<file path="src/hpcc_pkg.sv">
// Shared types, constants and helper functions for the HSV pixel classifier.
`timescale 1ns / 1ps
`default_nettype none
package hpcc_pkg;

    localparam int PIX_W        = 8;
    localparam int HN_W         = 17;                 // 60 * hue numerator, up to 360*255
    localparam int HUE_W        = 14;
    localparam int HUE_Q_W      = 13;                 // hue quotient stays below 5760
    localparam int HUE_DVD_W    = HN_W + 4;           // 16 * hn
    localparam int SAT_DVD_W    = 2 * PIX_W;          // 255 * d
    localparam int FRONT_STAGES = 2;
    localparam int PIPE_STAGES  = FRONT_STAGES + HUE_Q_W;

    localparam logic signed [HUE_W-1:0] HUE_BLACK = -14'sd16;

    typedef enum logic [3:0] {
        CLASS_BLUE_ZOMBIE   = 4'd0,
        CLASS_AQUA_ZOMBIE   = 4'd1,
        CLASS_GREEN_ZOMBIE  = 4'd2,
        CLASS_PURPLE_ZOMBIE = 4'd3,
        CLASS_RED_BERRY     = 4'd4,
        CLASS_YELLOW_BERRY  = 4'd5,
        CLASS_ORANGE_BERRY  = 4'd6,
        CLASS_PINK_BERRY    = 4'd7,
        CLASS_STUMP         = 4'd8,
        CLASS_TREE          = 4'd9,
        CLASS_WALL          = 4'd10,
        CLASS_NONE          = 4'd11
    } t_class;

    typedef struct packed {
        logic hi;     // s >= 0.7
        logic le50;   // s <= 0.5
        logic le40;   // s <= 0.4
        logic lt40;   // s <  0.4
        logic le30;   // s <= 0.3
        logic v_lo;   // v <  0.15
    } t_sat;

    typedef struct packed {
        logic [HN_W-1:0]  hn;
        logic [PIX_W-1:0] d;
        logic [PIX_W-1:0] mx;
        logic             black;
        logic             grey;
        t_sat             sat;
    } t_front;

    typedef struct packed {
        logic green;
        logic purple;
        logic aqua;
        logic blue;
        logic pink;
        logic yellow;
        logic orange;
        logic red;
        logic wall;
        logic stump;
        logic tree;
    } t_win;

    typedef struct packed {
        t_class           cls;
        logic [PIX_W-1:0] mx;
        logic             black;
        logic             grey;
    } t_tail;

    // lo <= hn/d <= hi, whole degrees, by cross-multiplication
    function automatic logic in_win(input logic [HN_W-1:0] hn, input logic [PIX_W-1:0] d,
                                    input logic [HN_W-1:0] lo, input logic [HN_W-1:0] hi);
        logic [HN_W-1:0] lo_d;
        logic [HN_W-1:0] hi_d;
        lo_d = lo * HN_W'(d);
        hi_d = hi * HN_W'(d);
        return (hn >= lo_d) && (hn <= hi_d);
    endfunction

endpackage
`default_nettype wire

</file>
<file path="src/hsv_pixel_color_classifier.sv">
// Top level of the HSV pixel classifier: stage control, front end, class chain, dividers.
//
//  channel | direction | handshake                  | beat payload
//  --------+-----------+----------------------------+-----------------------------------------
//  pixel   | in        | i_in_valid / o_in_ready    | i_red, i_green, i_blue
//  result  | out       | o_out_valid / i_out_ready  | o_object_class, o_hue_sixteenths,
//          |           |                            | o_saturation, o_brightness
//
// One beat enters per clock while the output is not stalled; two front stages (max/min, then
// hue numerator and saturation flags) lead into the 13-stage hue divider, one quotient bit
// per stage, which sets the depth. Class and saturation run alongside the divider.
// Each stage holds a valid bit and loads when it is empty or its successor loads,
// so a stalled output holds only the stages behind it and bubbles fill up.
// Reset (i_rst_n low at a clock edge) clears all valid bits; payload is not reset.
`timescale 1ns / 1ps
`default_nettype none
module hsv_pixel_color_classifier (
    input  wire logic                                   i_clk,
    input  wire logic                                   i_rst_n,
    input  wire logic                                   i_in_valid,
    output logic                                        o_in_ready,
    input  wire logic [hpcc_pkg::PIX_W-1:0]             i_red,
    input  wire logic [hpcc_pkg::PIX_W-1:0]             i_green,
    input  wire logic [hpcc_pkg::PIX_W-1:0]             i_blue,
    output logic                                        o_out_valid,
    input  wire logic                                   i_out_ready,
    output logic [3:0]                                  o_object_class,
    output logic signed [hpcc_pkg::HUE_W-1:0]           o_hue_sixteenths,
    output logic [hpcc_pkg::PIX_W-1:0]                  o_saturation,
    output logic [hpcc_pkg::PIX_W-1:0]                  o_brightness
);

    localparam int NS = hpcc_pkg::PIPE_STAGES;
    localparam int FS = hpcc_pkg::FRONT_STAGES;
    localparam int QW = hpcc_pkg::HUE_Q_W;

    logic [NS-1:0] r_vld;
    logic [NS-1:0] c_ld;

    // a stage loads when empty or when the next one takes its beat
    assign c_ld[NS-1] = !r_vld[NS-1] || i_out_ready;
    for (genvar k = 0; k < NS - 1; k++) begin : g_ld
        assign c_ld[k] = !r_vld[k] || c_ld[k+1];
    end

    always_ff @(posedge i_clk) begin
        if (!i_rst_n) begin
            r_vld <= '0;
        end else begin
            if (c_ld[0]) r_vld[0] <= i_in_valid;
            for (int k = 1; k < NS; k++) begin
                if (c_ld[k]) r_vld[k] <= r_vld[k-1];
            end
        end
    end

    assign o_in_ready  = c_ld[0];
    assign o_out_valid = r_vld[NS-1];

    hpcc_pkg::t_front                      front;
    logic [hpcc_pkg::SAT_DVD_W-1:0]        sat_dvd;
    hpcc_pkg::t_tail                       tail;
    logic [QW-1:0]                         q_hue;
    logic [QW-1:0]                         q_sat;

    hpcc_front u_front (
        .i_clk     (i_clk),
        .i_ld      (c_ld[FS-1:0]),
        .i_red     (i_red),
        .i_green   (i_green),
        .i_blue    (i_blue),
        .o_front   (front),
        .o_sat_dvd (sat_dvd)
    );

    hpcc_class #(.DEPTH(QW)) u_class (
        .i_clk   (i_clk),
        .i_ld    (c_ld[NS-1:FS]),
        .i_front (front),
        .o_tail  (tail)
    );

    hpcc_div #(
        .DVD_W (hpcc_pkg::HUE_DVD_W),
        .DVS_W (hpcc_pkg::PIX_W),
        .Q_W   (QW)
    ) u_div_hue (
        .i_clk      (i_clk),
        .i_ld       (c_ld[NS-1:FS]),
        .i_dividend ({front.hn, 4'b0000}),
        .i_divisor  (front.d),
        .o_quotient (q_hue)
    );

    // same depth as the hue divider; the top quotient bits come out zero
    hpcc_div #(
        .DVD_W (hpcc_pkg::SAT_DVD_W),
        .DVS_W (hpcc_pkg::PIX_W),
        .Q_W   (QW)
    ) u_div_sat (
        .i_clk      (i_clk),
        .i_ld       (c_ld[NS-1:FS]),
        .i_dividend (sat_dvd),
        .i_divisor  (front.mx),
        .o_quotient (q_sat)
    );

    // black divides by zero and grey has no hue: drop the quotients there
    assign o_object_class   = tail.cls;
    assign o_brightness     = tail.mx;
    assign o_hue_sixteenths = tail.black ? hpcc_pkg::HUE_BLACK
                            : (tail.grey ? '0 : $signed({1'b0, q_hue}));
    assign o_saturation     = (tail.black || tail.grey) ? '0 : q_sat[hpcc_pkg::PIX_W-1:0];

    a_class_range: assert property (@(posedge i_clk) disable iff (!i_rst_n)
        o_out_valid |-> o_object_class <= hpcc_pkg::CLASS_NONE)
        else $error("class code out of range");

    a_black: assert property (@(posedge i_clk) disable iff (!i_rst_n)
        o_out_valid && o_brightness == '0 |->
            o_object_class == hpcc_pkg::CLASS_TREE && o_hue_sixteenths == hpcc_pkg::HUE_BLACK)
        else $error("black pixel misclassified");

    a_hue_range: assert property (@(posedge i_clk) disable iff (!i_rst_n)
        o_out_valid && o_brightness != '0 |->
            o_hue_sixteenths >= 14'sd0 && o_hue_sixteenths < 14'sd5760)
        else $error("hue out of range");

    a_ready_empty: assert property (@(posedge i_clk) disable iff (!i_rst_n)
        !o_out_valid |-> o_in_ready)
        else $error("input stalled while pipeline drains freely");

endmodule
`default_nettype wire

</file>
<file path="src/hpcc_front.sv">
// Front stages: max/min/delta, then hue numerator and saturation flags.
`timescale 1ns / 1ps
`default_nettype none
module hpcc_front (
    input  wire logic                               i_clk,
    input  wire logic [1:0]                         i_ld,
    input  wire logic [hpcc_pkg::PIX_W-1:0]         i_red,
    input  wire logic [hpcc_pkg::PIX_W-1:0]         i_green,
    input  wire logic [hpcc_pkg::PIX_W-1:0]         i_blue,
    output hpcc_pkg::t_front                        o_front,
    output logic [hpcc_pkg::SAT_DVD_W-1:0]          o_sat_dvd
);

    typedef enum logic [2:0] {
        SECT_RED   = 3'b001,
        SECT_GREEN = 3'b010,
        SECT_BLUE  = 3'b100
    } t_sect;

    // stage 0
    logic [hpcc_pkg::PIX_W-1:0] n_mx, n_mn, r_mx, r_d;
    logic signed [9:0]          n_diff, r_diff;
    t_sect                      n_sect, r_sect;

    always_comb begin
        n_mx = i_red;
        n_mn = i_red;
        if (i_green > n_mx) n_mx = i_green;
        if (i_blue  > n_mx) n_mx = i_blue;
        if (i_green < n_mn) n_mn = i_green;
        if (i_blue  < n_mn) n_mn = i_blue;
        priority if (i_red == n_mx) begin
            n_sect = SECT_RED;
            n_diff = $signed({2'b00, i_green}) - $signed({2'b00, i_blue});
        end else if (i_green == n_mx) begin
            n_sect = SECT_GREEN;
            n_diff = $signed({2'b00, i_blue}) - $signed({2'b00, i_red});
        end else begin
            n_sect = SECT_BLUE;
            n_diff = $signed({2'b00, i_red}) - $signed({2'b00, i_green});
        end
    end

    always_ff @(posedge i_clk) begin
        if (i_ld[0]) begin
            r_mx   <= n_mx;
            r_d    <= n_mx - n_mn;
            r_diff <= n_diff;
            r_sect <= n_sect;
        end
    end

    // stage 1
    logic signed [11:0] c_base, c_t, c_tw;
    logic [12:0]        c_d13, c_m13;
    hpcc_pkg::t_front   n_front;

    always_comb begin
        unique case (r_sect)
            SECT_RED:   c_base = '0;
            SECT_GREEN: c_base = $signed({3'b000, r_d, 1'b0});
            SECT_BLUE:  c_base = $signed({2'b00, r_d, 2'b00});
            default:    c_base = '0;
        endcase
        c_t  = c_base + 12'(r_diff);
        // wrap negative hue by adding 360 degrees
        c_tw = c_t[11] ? (c_t + $signed(12'(r_d) * 12'd6)) : c_t;
        c_d13 = 13'(r_d);
        c_m13 = 13'(r_mx);
        n_front.hn       = {6'b0, c_tw[10:0]} * 17'd60;
        n_front.d        = r_d;
        n_front.mx       = r_mx;
        n_front.black    = (r_mx == '0);
        n_front.grey     = (r_d == '0) && (r_mx != '0);
        n_front.sat.hi   = (c_d13 * 13'd10) >= (c_m13 * 13'd7);
        n_front.sat.le50 = (c_d13 * 13'd2)  <= c_m13;
        n_front.sat.le40 = (c_d13 * 13'd5)  <= (c_m13 * 13'd2);
        n_front.sat.lt40 = (c_d13 * 13'd5)  <  (c_m13 * 13'd2);
        n_front.sat.le30 = (c_d13 * 13'd10) <= (c_m13 * 13'd3);
        n_front.sat.v_lo = (c_m13 * 13'd20) <  13'd765;
    end

    always_ff @(posedge i_clk) begin
        if (i_ld[1]) begin
            o_front   <= n_front;
            o_sat_dvd <= hpcc_pkg::SAT_DVD_W'(r_d) * 16'd255;
        end
    end

endmodule
`default_nettype wire

</file>
<file path="src/hpcc_class.sv">
// Class stages: hue window compares, priority chain, then delay to match the dividers.
`timescale 1ns / 1ps
`default_nettype none
module hpcc_class #(
    parameter int DEPTH = hpcc_pkg::HUE_Q_W
) (
    input  wire logic               i_clk,
    input  wire logic [DEPTH-1:0]   i_ld,
    input  wire hpcc_pkg::t_front   i_front,
    output hpcc_pkg::t_tail         o_tail
);

    hpcc_pkg::t_win n_win, r_win;
    hpcc_pkg::t_sat r_sat;
    logic [hpcc_pkg::PIX_W-1:0] r_mx;
    logic r_black, r_grey;

    always_comb begin
        n_win.green  = hpcc_pkg::in_win(i_front.hn, i_front.d, 17'd120, 17'd132);
        n_win.purple = hpcc_pkg::in_win(i_front.hn, i_front.d, 17'd250, 17'd280);
        n_win.aqua   = hpcc_pkg::in_win(i_front.hn, i_front.d, 17'd165, 17'd185);
        n_win.blue   = hpcc_pkg::in_win(i_front.hn, i_front.d, 17'd200, 17'd225);
        n_win.pink   = hpcc_pkg::in_win(i_front.hn, i_front.d, 17'd315, 17'd340);
        n_win.yellow = hpcc_pkg::in_win(i_front.hn, i_front.d, 17'd40,  17'd60);
        n_win.orange = hpcc_pkg::in_win(i_front.hn, i_front.d, 17'd15,  17'd35);
        n_win.red    = hpcc_pkg::in_win(i_front.hn, i_front.d, 17'd0,   17'd10);
        n_win.wall   = hpcc_pkg::in_win(i_front.hn, i_front.d, 17'd220, 17'd230);
        n_win.stump  = hpcc_pkg::in_win(i_front.hn, i_front.d, 17'd210, 17'd230);
        n_win.tree   = (i_front.hn >= 17'd220 * 17'(i_front.d))
                    || (i_front.hn <  17'd30  * 17'(i_front.d));
    end

    always_ff @(posedge i_clk) begin
        if (i_ld[0]) begin
            r_win   <= n_win;
            r_sat   <= i_front.sat;
            r_mx    <= i_front.mx;
            r_black <= i_front.black;
            r_grey  <= i_front.grey;
        end
    end

    hpcc_pkg::t_class c_win_cls;
    hpcc_pkg::t_class n_cls;

    always_comb begin
        priority if (r_win.green && r_sat.hi)   c_win_cls = hpcc_pkg::CLASS_GREEN_ZOMBIE;
        else if (r_win.purple && r_sat.hi)      c_win_cls = hpcc_pkg::CLASS_PURPLE_ZOMBIE;
        else if (r_win.aqua && r_sat.hi)        c_win_cls = hpcc_pkg::CLASS_AQUA_ZOMBIE;
        else if (r_win.blue && r_sat.hi)        c_win_cls = hpcc_pkg::CLASS_BLUE_ZOMBIE;
        else if (r_win.pink && r_sat.le50)      c_win_cls = hpcc_pkg::CLASS_PINK_BERRY;
        else if (r_win.yellow && r_sat.hi)      c_win_cls = hpcc_pkg::CLASS_YELLOW_BERRY;
        else if (r_win.orange)                  c_win_cls = hpcc_pkg::CLASS_ORANGE_BERRY;
        else if (r_win.red && r_sat.hi)         c_win_cls = hpcc_pkg::CLASS_RED_BERRY;
        else                                    c_win_cls = hpcc_pkg::CLASS_NONE;
        // black and grey have no real hue: every window test is moot
        priority if (r_black)
            n_cls = hpcc_pkg::CLASS_TREE;
        else if (r_grey)
            n_cls = hpcc_pkg::CLASS_NONE;
        // overrides replace the window result
        else if (r_win.wall && r_sat.le40)
            n_cls = hpcc_pkg::CLASS_WALL;
        else if (r_win.stump && r_sat.le30 && r_sat.v_lo)
            n_cls = hpcc_pkg::CLASS_STUMP;
        else if (r_win.tree && r_sat.lt40 && r_sat.v_lo)
            n_cls = hpcc_pkg::CLASS_TREE;
        else
            n_cls = c_win_cls;
    end

    hpcc_pkg::t_tail r_tail [1:DEPTH-1];

    always_ff @(posedge i_clk) begin
        if (i_ld[1]) begin
            r_tail[1].cls   <= n_cls;
            r_tail[1].mx    <= r_mx;
            r_tail[1].black <= r_black;
            r_tail[1].grey  <= r_grey;
        end
    end

    for (genvar k = 2; k < DEPTH; k++) begin : g_dly
        always_ff @(posedge i_clk) begin
            if (i_ld[k]) r_tail[k] <= r_tail[k-1];
        end
    end

    assign o_tail = r_tail[DEPTH-1];

endmodule
`default_nettype wire

</file>
<file path="src/hpcc_div.sv">
// Pipelined restoring divider, one quotient bit per stage.
`timescale 1ns / 1ps
`default_nettype none
module hpcc_div #(
    parameter int DVD_W = hpcc_pkg::HUE_DVD_W,
    parameter int DVS_W = hpcc_pkg::PIX_W,
    parameter int Q_W   = hpcc_pkg::HUE_Q_W
) (
    input  wire logic               i_clk,
    input  wire logic [Q_W-1:0]     i_ld,
    input  wire logic [DVD_W-1:0]   i_dividend,
    input  wire logic [DVS_W-1:0]   i_divisor,
    output logic [Q_W-1:0]          o_quotient
);

    logic [DVD_W-1:0] c_hi;
    logic [DVS_W-1:0] c_rem [Q_W];
    logic [Q_W-1:0]   c_lo  [Q_W];
    logic [Q_W-1:0]   c_q   [Q_W];
    logic [DVS_W-1:0] c_dvs [Q_W];
    logic [DVS_W:0]   c_trial [Q_W];
    logic             c_ge  [Q_W];

    logic [DVS_W-1:0] r_rem [Q_W];
    logic [Q_W-1:0]   r_lo  [Q_W];
    logic [Q_W-1:0]   r_q   [Q_W];
    logic [DVS_W-1:0] r_dvs [Q_W];

    // upper dividend bits are known to stay below the divisor
    assign c_hi     = i_dividend >> Q_W;
    assign c_rem[0] = c_hi[DVS_W-1:0];
    assign c_lo[0]  = i_dividend[Q_W-1:0];
    assign c_q[0]   = '0;
    assign c_dvs[0] = i_divisor;

    for (genvar k = 0; k < Q_W; k++) begin : g_step
        if (k > 0) begin : g_link
            assign c_rem[k] = r_rem[k-1];
            assign c_lo[k]  = r_lo[k-1];
            assign c_q[k]   = r_q[k-1];
            assign c_dvs[k] = r_dvs[k-1];
        end
        assign c_trial[k] = {c_rem[k], c_lo[k][Q_W-1]};
        assign c_ge[k]    = c_trial[k] >= {1'b0, c_dvs[k]};

        always_ff @(posedge i_clk) begin
            if (i_ld[k]) begin
                r_rem[k] <= c_ge[k] ? DVS_W'(c_trial[k] - {1'b0, c_dvs[k]})
                                    : c_trial[k][DVS_W-1:0];
                r_lo[k]  <= c_lo[k] << 1;
                r_q[k]   <= {c_q[k][Q_W-2:0], c_ge[k]};
                r_dvs[k] <= c_dvs[k];
            end
        end
    end

    assign o_quotient = r_q[Q_W-1];

endmodule
`default_nettype wire
</file>
<file path="config.mk">
export PLATFORM = sky130hd
export DESIGN_NAME = hsv_pixel_color_classifier
export DESIGN_NICKNAME = d
export VERILOG_FILES = /design/src/hpcc_pkg.sv /design/src/hsv_pixel_color_classifier.sv /design/src/hpcc_front.sv /design/src/hpcc_class.sv /design/src/hpcc_div.sv
export SDC_FILE = /design/constraint.sdc
export NUM_CORES = 2
export LEC_CHECK = 0
export ABC_AREA = 1
export BUFFER_PORTS_ARGS = -buffer_cell sky130_fd_sc_hd__buf_2
export CORE_MARGIN = 3
export CORE_UTILIZATION = 30
export CTS_CLUSTER_DIAMETER = 150
export DETAILED_ROUTE_END_ITERATION = 8
export PLACE_DENSITY = 0.54
export RECOVER_POWER = 50
export SYNTH_ARGS = -nofsm -noshare
export SYNTH_HDL_FRONTEND = slang
export SYNTH_SLANG_ARGS = --single-unit
</file>
<file path="constraint.sdc">
create_clock -name i_clk -period 43.4 [get_ports i_clk]
set_input_delay 8.68 -clock i_clk [delete_from_list [all_inputs] [get_ports i_clk]]
set_output_delay 8.68 -clock i_clk [all_outputs]
set_load 0.02 [all_outputs]
</file>
==> run summary <==
The via count of the first global-routing pass is 38100. The count of buffer and inverter cells on the critical path is 7. The y dimension of the die came out at ~440 um. The clock tree synthesis step divided the H-tree into 3 levels. The worst hold path belongs to the class register to register. The worst hold path begins at u_div_hue.r_q[0][56]$_DFFE_PP_. The flow ran to the end, but the final reports show violations. The number of nets at the end of the flow is 6850. Of the cells placed in the final design, the portion with a size suffix greater than 1 is under 10%.

The cell that appears most often on the critical path is sky130_fd_sc_hd__nor2_2. The maximum number of pins on one net before global-route repair came out at 72. The filler cell count in the final layout came out at 19000. On the critical path the largest part of the delay comes from simple AND/OR/NAND/NOR gates.

The DRC violation count after routing is 0. The sum of routed wire segments on met1 is approximately 57000 um. The total number of vias came out at 37900. Summed over all layers, the routed wires come to 123000 um. After legalization and detailed placement, the total HPWL measured between 90000 and 100000 um. The Yosys step of the flow raised 0 warnings.

The finished cells cover 63100 um2. The routed design uses 4400 um of met3 wire. In this run the tool buffered the top-level ports with 63 buffer cells. The biggest area contributor in the post-synthesis netlist is sky130_fd_sc_hd__edfxtp_1. The last weighted congestion value of the routability-driven placer came out at 0.858. During I/O placement, the number of pins put on the boundary was 64. The routed wire length on met2 is 59000 um.

TritonCTS built the clock tree. The clock-pin slew reported for the worst setup and hold paths after clock tree synthesis came out at 0.06 ns. For the worst setup path, the data arrival time is 13.85 ns. The multi-input combinational cells in the finished layout cover a total of between 20000 and 30000 um2. The library cell used most frequently in the layout, excluding fill and tap cells, is sky130_fd_sc_hd__inv_1. The overall die area came out at 196000 um2. In this run, synthesis inferred 779 flip-flops with an integrated enable. The worst setup path is launched from an input port. The placeable core area is 189000 um2.

The number of vias per cell is 4.59. The worst setup skew after layout is 0.0383 ns. The final number of hold-violating endpoints came to 0.

Signal routing reaches up to met4. Buffers inserted during clock tree synthesis total 76. Data on the critical path is required at its endpoint by 34.72 ns.

For the pin with the worst max-slew slack, the measured transition is 2.17 ns. The sequential cell area in the final layout came out at 23700 um2. The residual antenna-violating net count after detailed routing is 0. The library cells used most frequently in the layout, excluding fill and tap cells, are 941 x sky130_fd_sc_hd__inv_1, 921 x sky130_fd_sc_hd__ha_1, 779 x sky130_fd_sc_hd__edfxtp_1. The fmax is 44.4 MHz. The post-detailed-route wirelength per cell came out at 14.9 um. The count of cells in the finished layout, fillers not included, comes to slightly above 8000. The stage delay of the slowest cell on the critical path is 0.75 ns. The clock latency on the worst-skew pair is 0.66 ns.

The aggregate negative setup slack is 0 ns. The share of flip-flops with an asynchronous set or reset after synthesis is 0%. The setup violation total in the final timing report is 0.

The number of optimization iterations in the first detailed-route pass came out at 5. Traced cell by cell, the critical path runs through buf_2, inv_1, nand4_4, nor2_2, nand2_2, nor2_4, nand2_2, buf_4, nor2_2, nand2_2, buf_4, nor2_2, nand2_2, buf_4, nor2_2, nand2_4, nor2_2, nand2_1, buf_4, buf_2. The instance count along the most critical hold path came out at 0. The synthesized area divided by synthesized cell count is 10.3 um2. The worst setup path is captured at an output pin. The global routing usage summed across all routing layers came out at 12.5%. For this run, the leading register cell type out of synthesis is sky130_fd_sc_hd__edfxtp_1. The cell total after placement is between 8000 and 9000.

The number of setup buffers added after CTS is 0. The startpoint identified for the worst register-to-register timing path is u_front.o_sat_dvd[0]$_DFFE_PP_. The endpoint identified for the worst register-to-register timing path is u_class.r_win[1]$_DFFE_PP_. The number of instances in the synthesized netlist is 5570. Measured against its own limit, the worst slew margin works out to -44.3%. After layout, the worst path uses 51.9% of the clock period. The path with the worst hold slack has its endpoint at u_div_hue.r_q[0][70]$_DFFE_PP_. The post-cts resize count is 0.

The number of hold buffers added after CTS was 0. The most critical setup path has its startpoint at i_out_ready. Measured in cells, the most critical reg-to-reg path has a length of 29. The share of Yosys cell area claimed by the top area cell type came out at 40.9%. The number of rows created at floorplan came out at 159. Ranked by total cell area, the synthesized netlist is headed by sky130_fd_sc_hd__edfxtp_1 41%, sky130_fd_sc_hd__ha_1 20%, sky130_fd_sc_hd__fa_1 7.0%, sky130_fd_sc_hd__inv_1 6.2%, sky130_fd_sc_hd__nand2_1 4.4%. Counting along the longest clock path gives a buffer depth of 3. The first-pass GRT wire length is between 150000 and 200000 um. The shortest clock period the worst path allows after layout came out at 22.53 ns. The final reports fail on capacitance limit, slew limit. The critical setup path kind is input port to output pin.

The tree built by TritonCTS fans out to 794 sinks. The cell sitting at the root of the clock tree is a sky130_fd_sc_hd__clkbuf_16. The number of DRC markers after the initial detailed-route iteration came out at 1959. The netlist area before placement came out at 57100 um2. The effective utilization at floorplan is 30.3%.

The total of max-cap violations came out at 10. The number of different library cells used by synthesis comes to 65. The synthesis-stage register bit count came out at a little under 800. The area growth from synthesis to layout is 10.4%. The die span in x came out at 442 um. The largest fanout of any net on the critical path is 71. The sequential share of the synthesized area came out at 41.5%.

Setup repair after global routing left no endpoint under its margin. The number of antenna violations at the first check in global routing was 3. The largest individual stage delay along the critical path comes from the cell sky130_fd_sc_hd__nand4_4. The instance area at placement is 60600 um2.

The register-to-register setup slack is 35.32 ns. Synthesis produced a netlist with a net count of 6719. The final-report max-slew violation count is about 200. Global routing finished with a remaining overflow of 0.
## cells by family after synthesis
group / share of synthesized area, %
simple gates: 10.3
fa+ha+maj: 27.2
buf+inv: 6.69
compound gates: 9.20
flops: 41.5
xor+xnor: 5.18
## layout make-up
| cell class | instances | share of cell area [%] |
|---|---|---|
| Sequential cell | 794 | 37.6 |
| Inverter | 951 | 5.66 |
| Clock inverter | 39 | 0.696 |
| Timing Repair Buffer | 100 | 0.845 |
| Tap cell | 2495 | 4.95 |
| Antenna cell | 1 | 0.00397 |
| Clock buffer | 100 | 3.32 |
| Multi-Input combinational cell | 3778 | 47.0 |
## state kept, by name, summed over array words and instances (netlist names), 9 cells and up
register / count
u_front.o_front: 38
u_div_hue.r_q: 91
u_div_hue.r_lo: 21
u_class.r_win: 11
u_front.o_sat_dvd: 16
u_div_sat.r_dvs: 9
u_front.r_diff: 9
u_div_sat.r_q: 36
r_vld: 15
u_div_sat.r_rem: 96
u_div_hue.r_dvs: 96
u_class.r_tail: 167
u_div_sat.r_lo: 66
u_div_hue.r_rem: 96
## cells in the mapped netlist (6+ instances only)
cell,number
sky130_fd_sc_hd__fa_1,200
sky130_fd_sc_hd__o21a_1,11
sky130_fd_sc_hd__a21o_1,38
sky130_fd_sc_hd__o21bai_1,44
sky130_fd_sc_hd__ha_1,921
sky130_fd_sc_hd__nor2_2,6
sky130_fd_sc_hd__o22ai_1,8
sky130_fd_sc_hd__a31oi_1,15
sky130_fd_sc_hd__dfxtp_1,15
sky130_fd_sc_hd__a211oi_1,43
sky130_fd_sc_hd__inv_1,947
sky130_fd_sc_hd__nand4_1,78
sky130_fd_sc_hd__nor4_1,7
sky130_fd_sc_hd__buf_4,13
sky130_fd_sc_hd__xor2_1,217
sky130_fd_sc_hd__o21ai_1,8
sky130_fd_sc_hd__xnor2_1,119
sky130_fd_sc_hd__o211ai_1,13
sky130_fd_sc_hd__edfxtp_1,779
sky130_fd_sc_hd__nor2_1,387
sky130_fd_sc_hd__nand2_1,665
sky130_fd_sc_hd__nand3_1,132
sky130_fd_sc_hd__clkbuf_1,29
sky130_fd_sc_hd__nor3_1,67
sky130_fd_sc_hd__nand3b_1,8
sky130_fd_sc_hd__o41ai_1,12
sky130_fd_sc_hd__a21oi_1,490
sky130_fd_sc_hd__nand2_2,14
sky130_fd_sc_hd__o21ai_0,211
## worst max-delay path by stage
stage	end	depth (start not counted)	slack, ns
finish	o_in_ready	20	20.87
detailed placement	o_in_ready	20	20.71
global placement	o_in_ready	20	20.74
floorplan	o_in_ready	14	17.70
CTS	o_in_ready	20	20.67
global route	o_in_ready	20	20.23
## worst reg2reg max path, delay by kind of cell (launching register included)
kind | cells | cell delay [ns]
AOI/OAI and AO/OA | 8 | 1.48
DFF | 1 | 0.31
xor gates and xnor gates | 1 | 0.19
adders and majority gates | 6 | 2.24
buffers and inverters | 5 | 2.89
and+or+nand+nor | 9 | 0.69
## metal layers
| layer | vias up | global-route usage [%] |
|---|---|---|
| met5 | - | 0 |
| met4 | 0 | 3.32 |
| met3 | 199 | 1.67 |
| met2 | 600 | 21.7 |
| met1 | 17800 | 16.2 |
| li1 | 19300 | - |
## per-stage QoR
stage	hold WS, ns	setup slack [ns]	util, %
3_3_place_gp	0.402	20.74	32.1
2_1_floorplan	0.400	17.70	-
6_report	0.398	20.87	33.5
4_1_cts	0.401	20.67	33.5
3_5_place_dp	0.405	20.71	32.1
5_1_grt	0.403	20.23	33.5
Power is left out: the tool's default activity adds up to more than one toggle a clock period on the data nets, which glitch-free logic cannot reach.
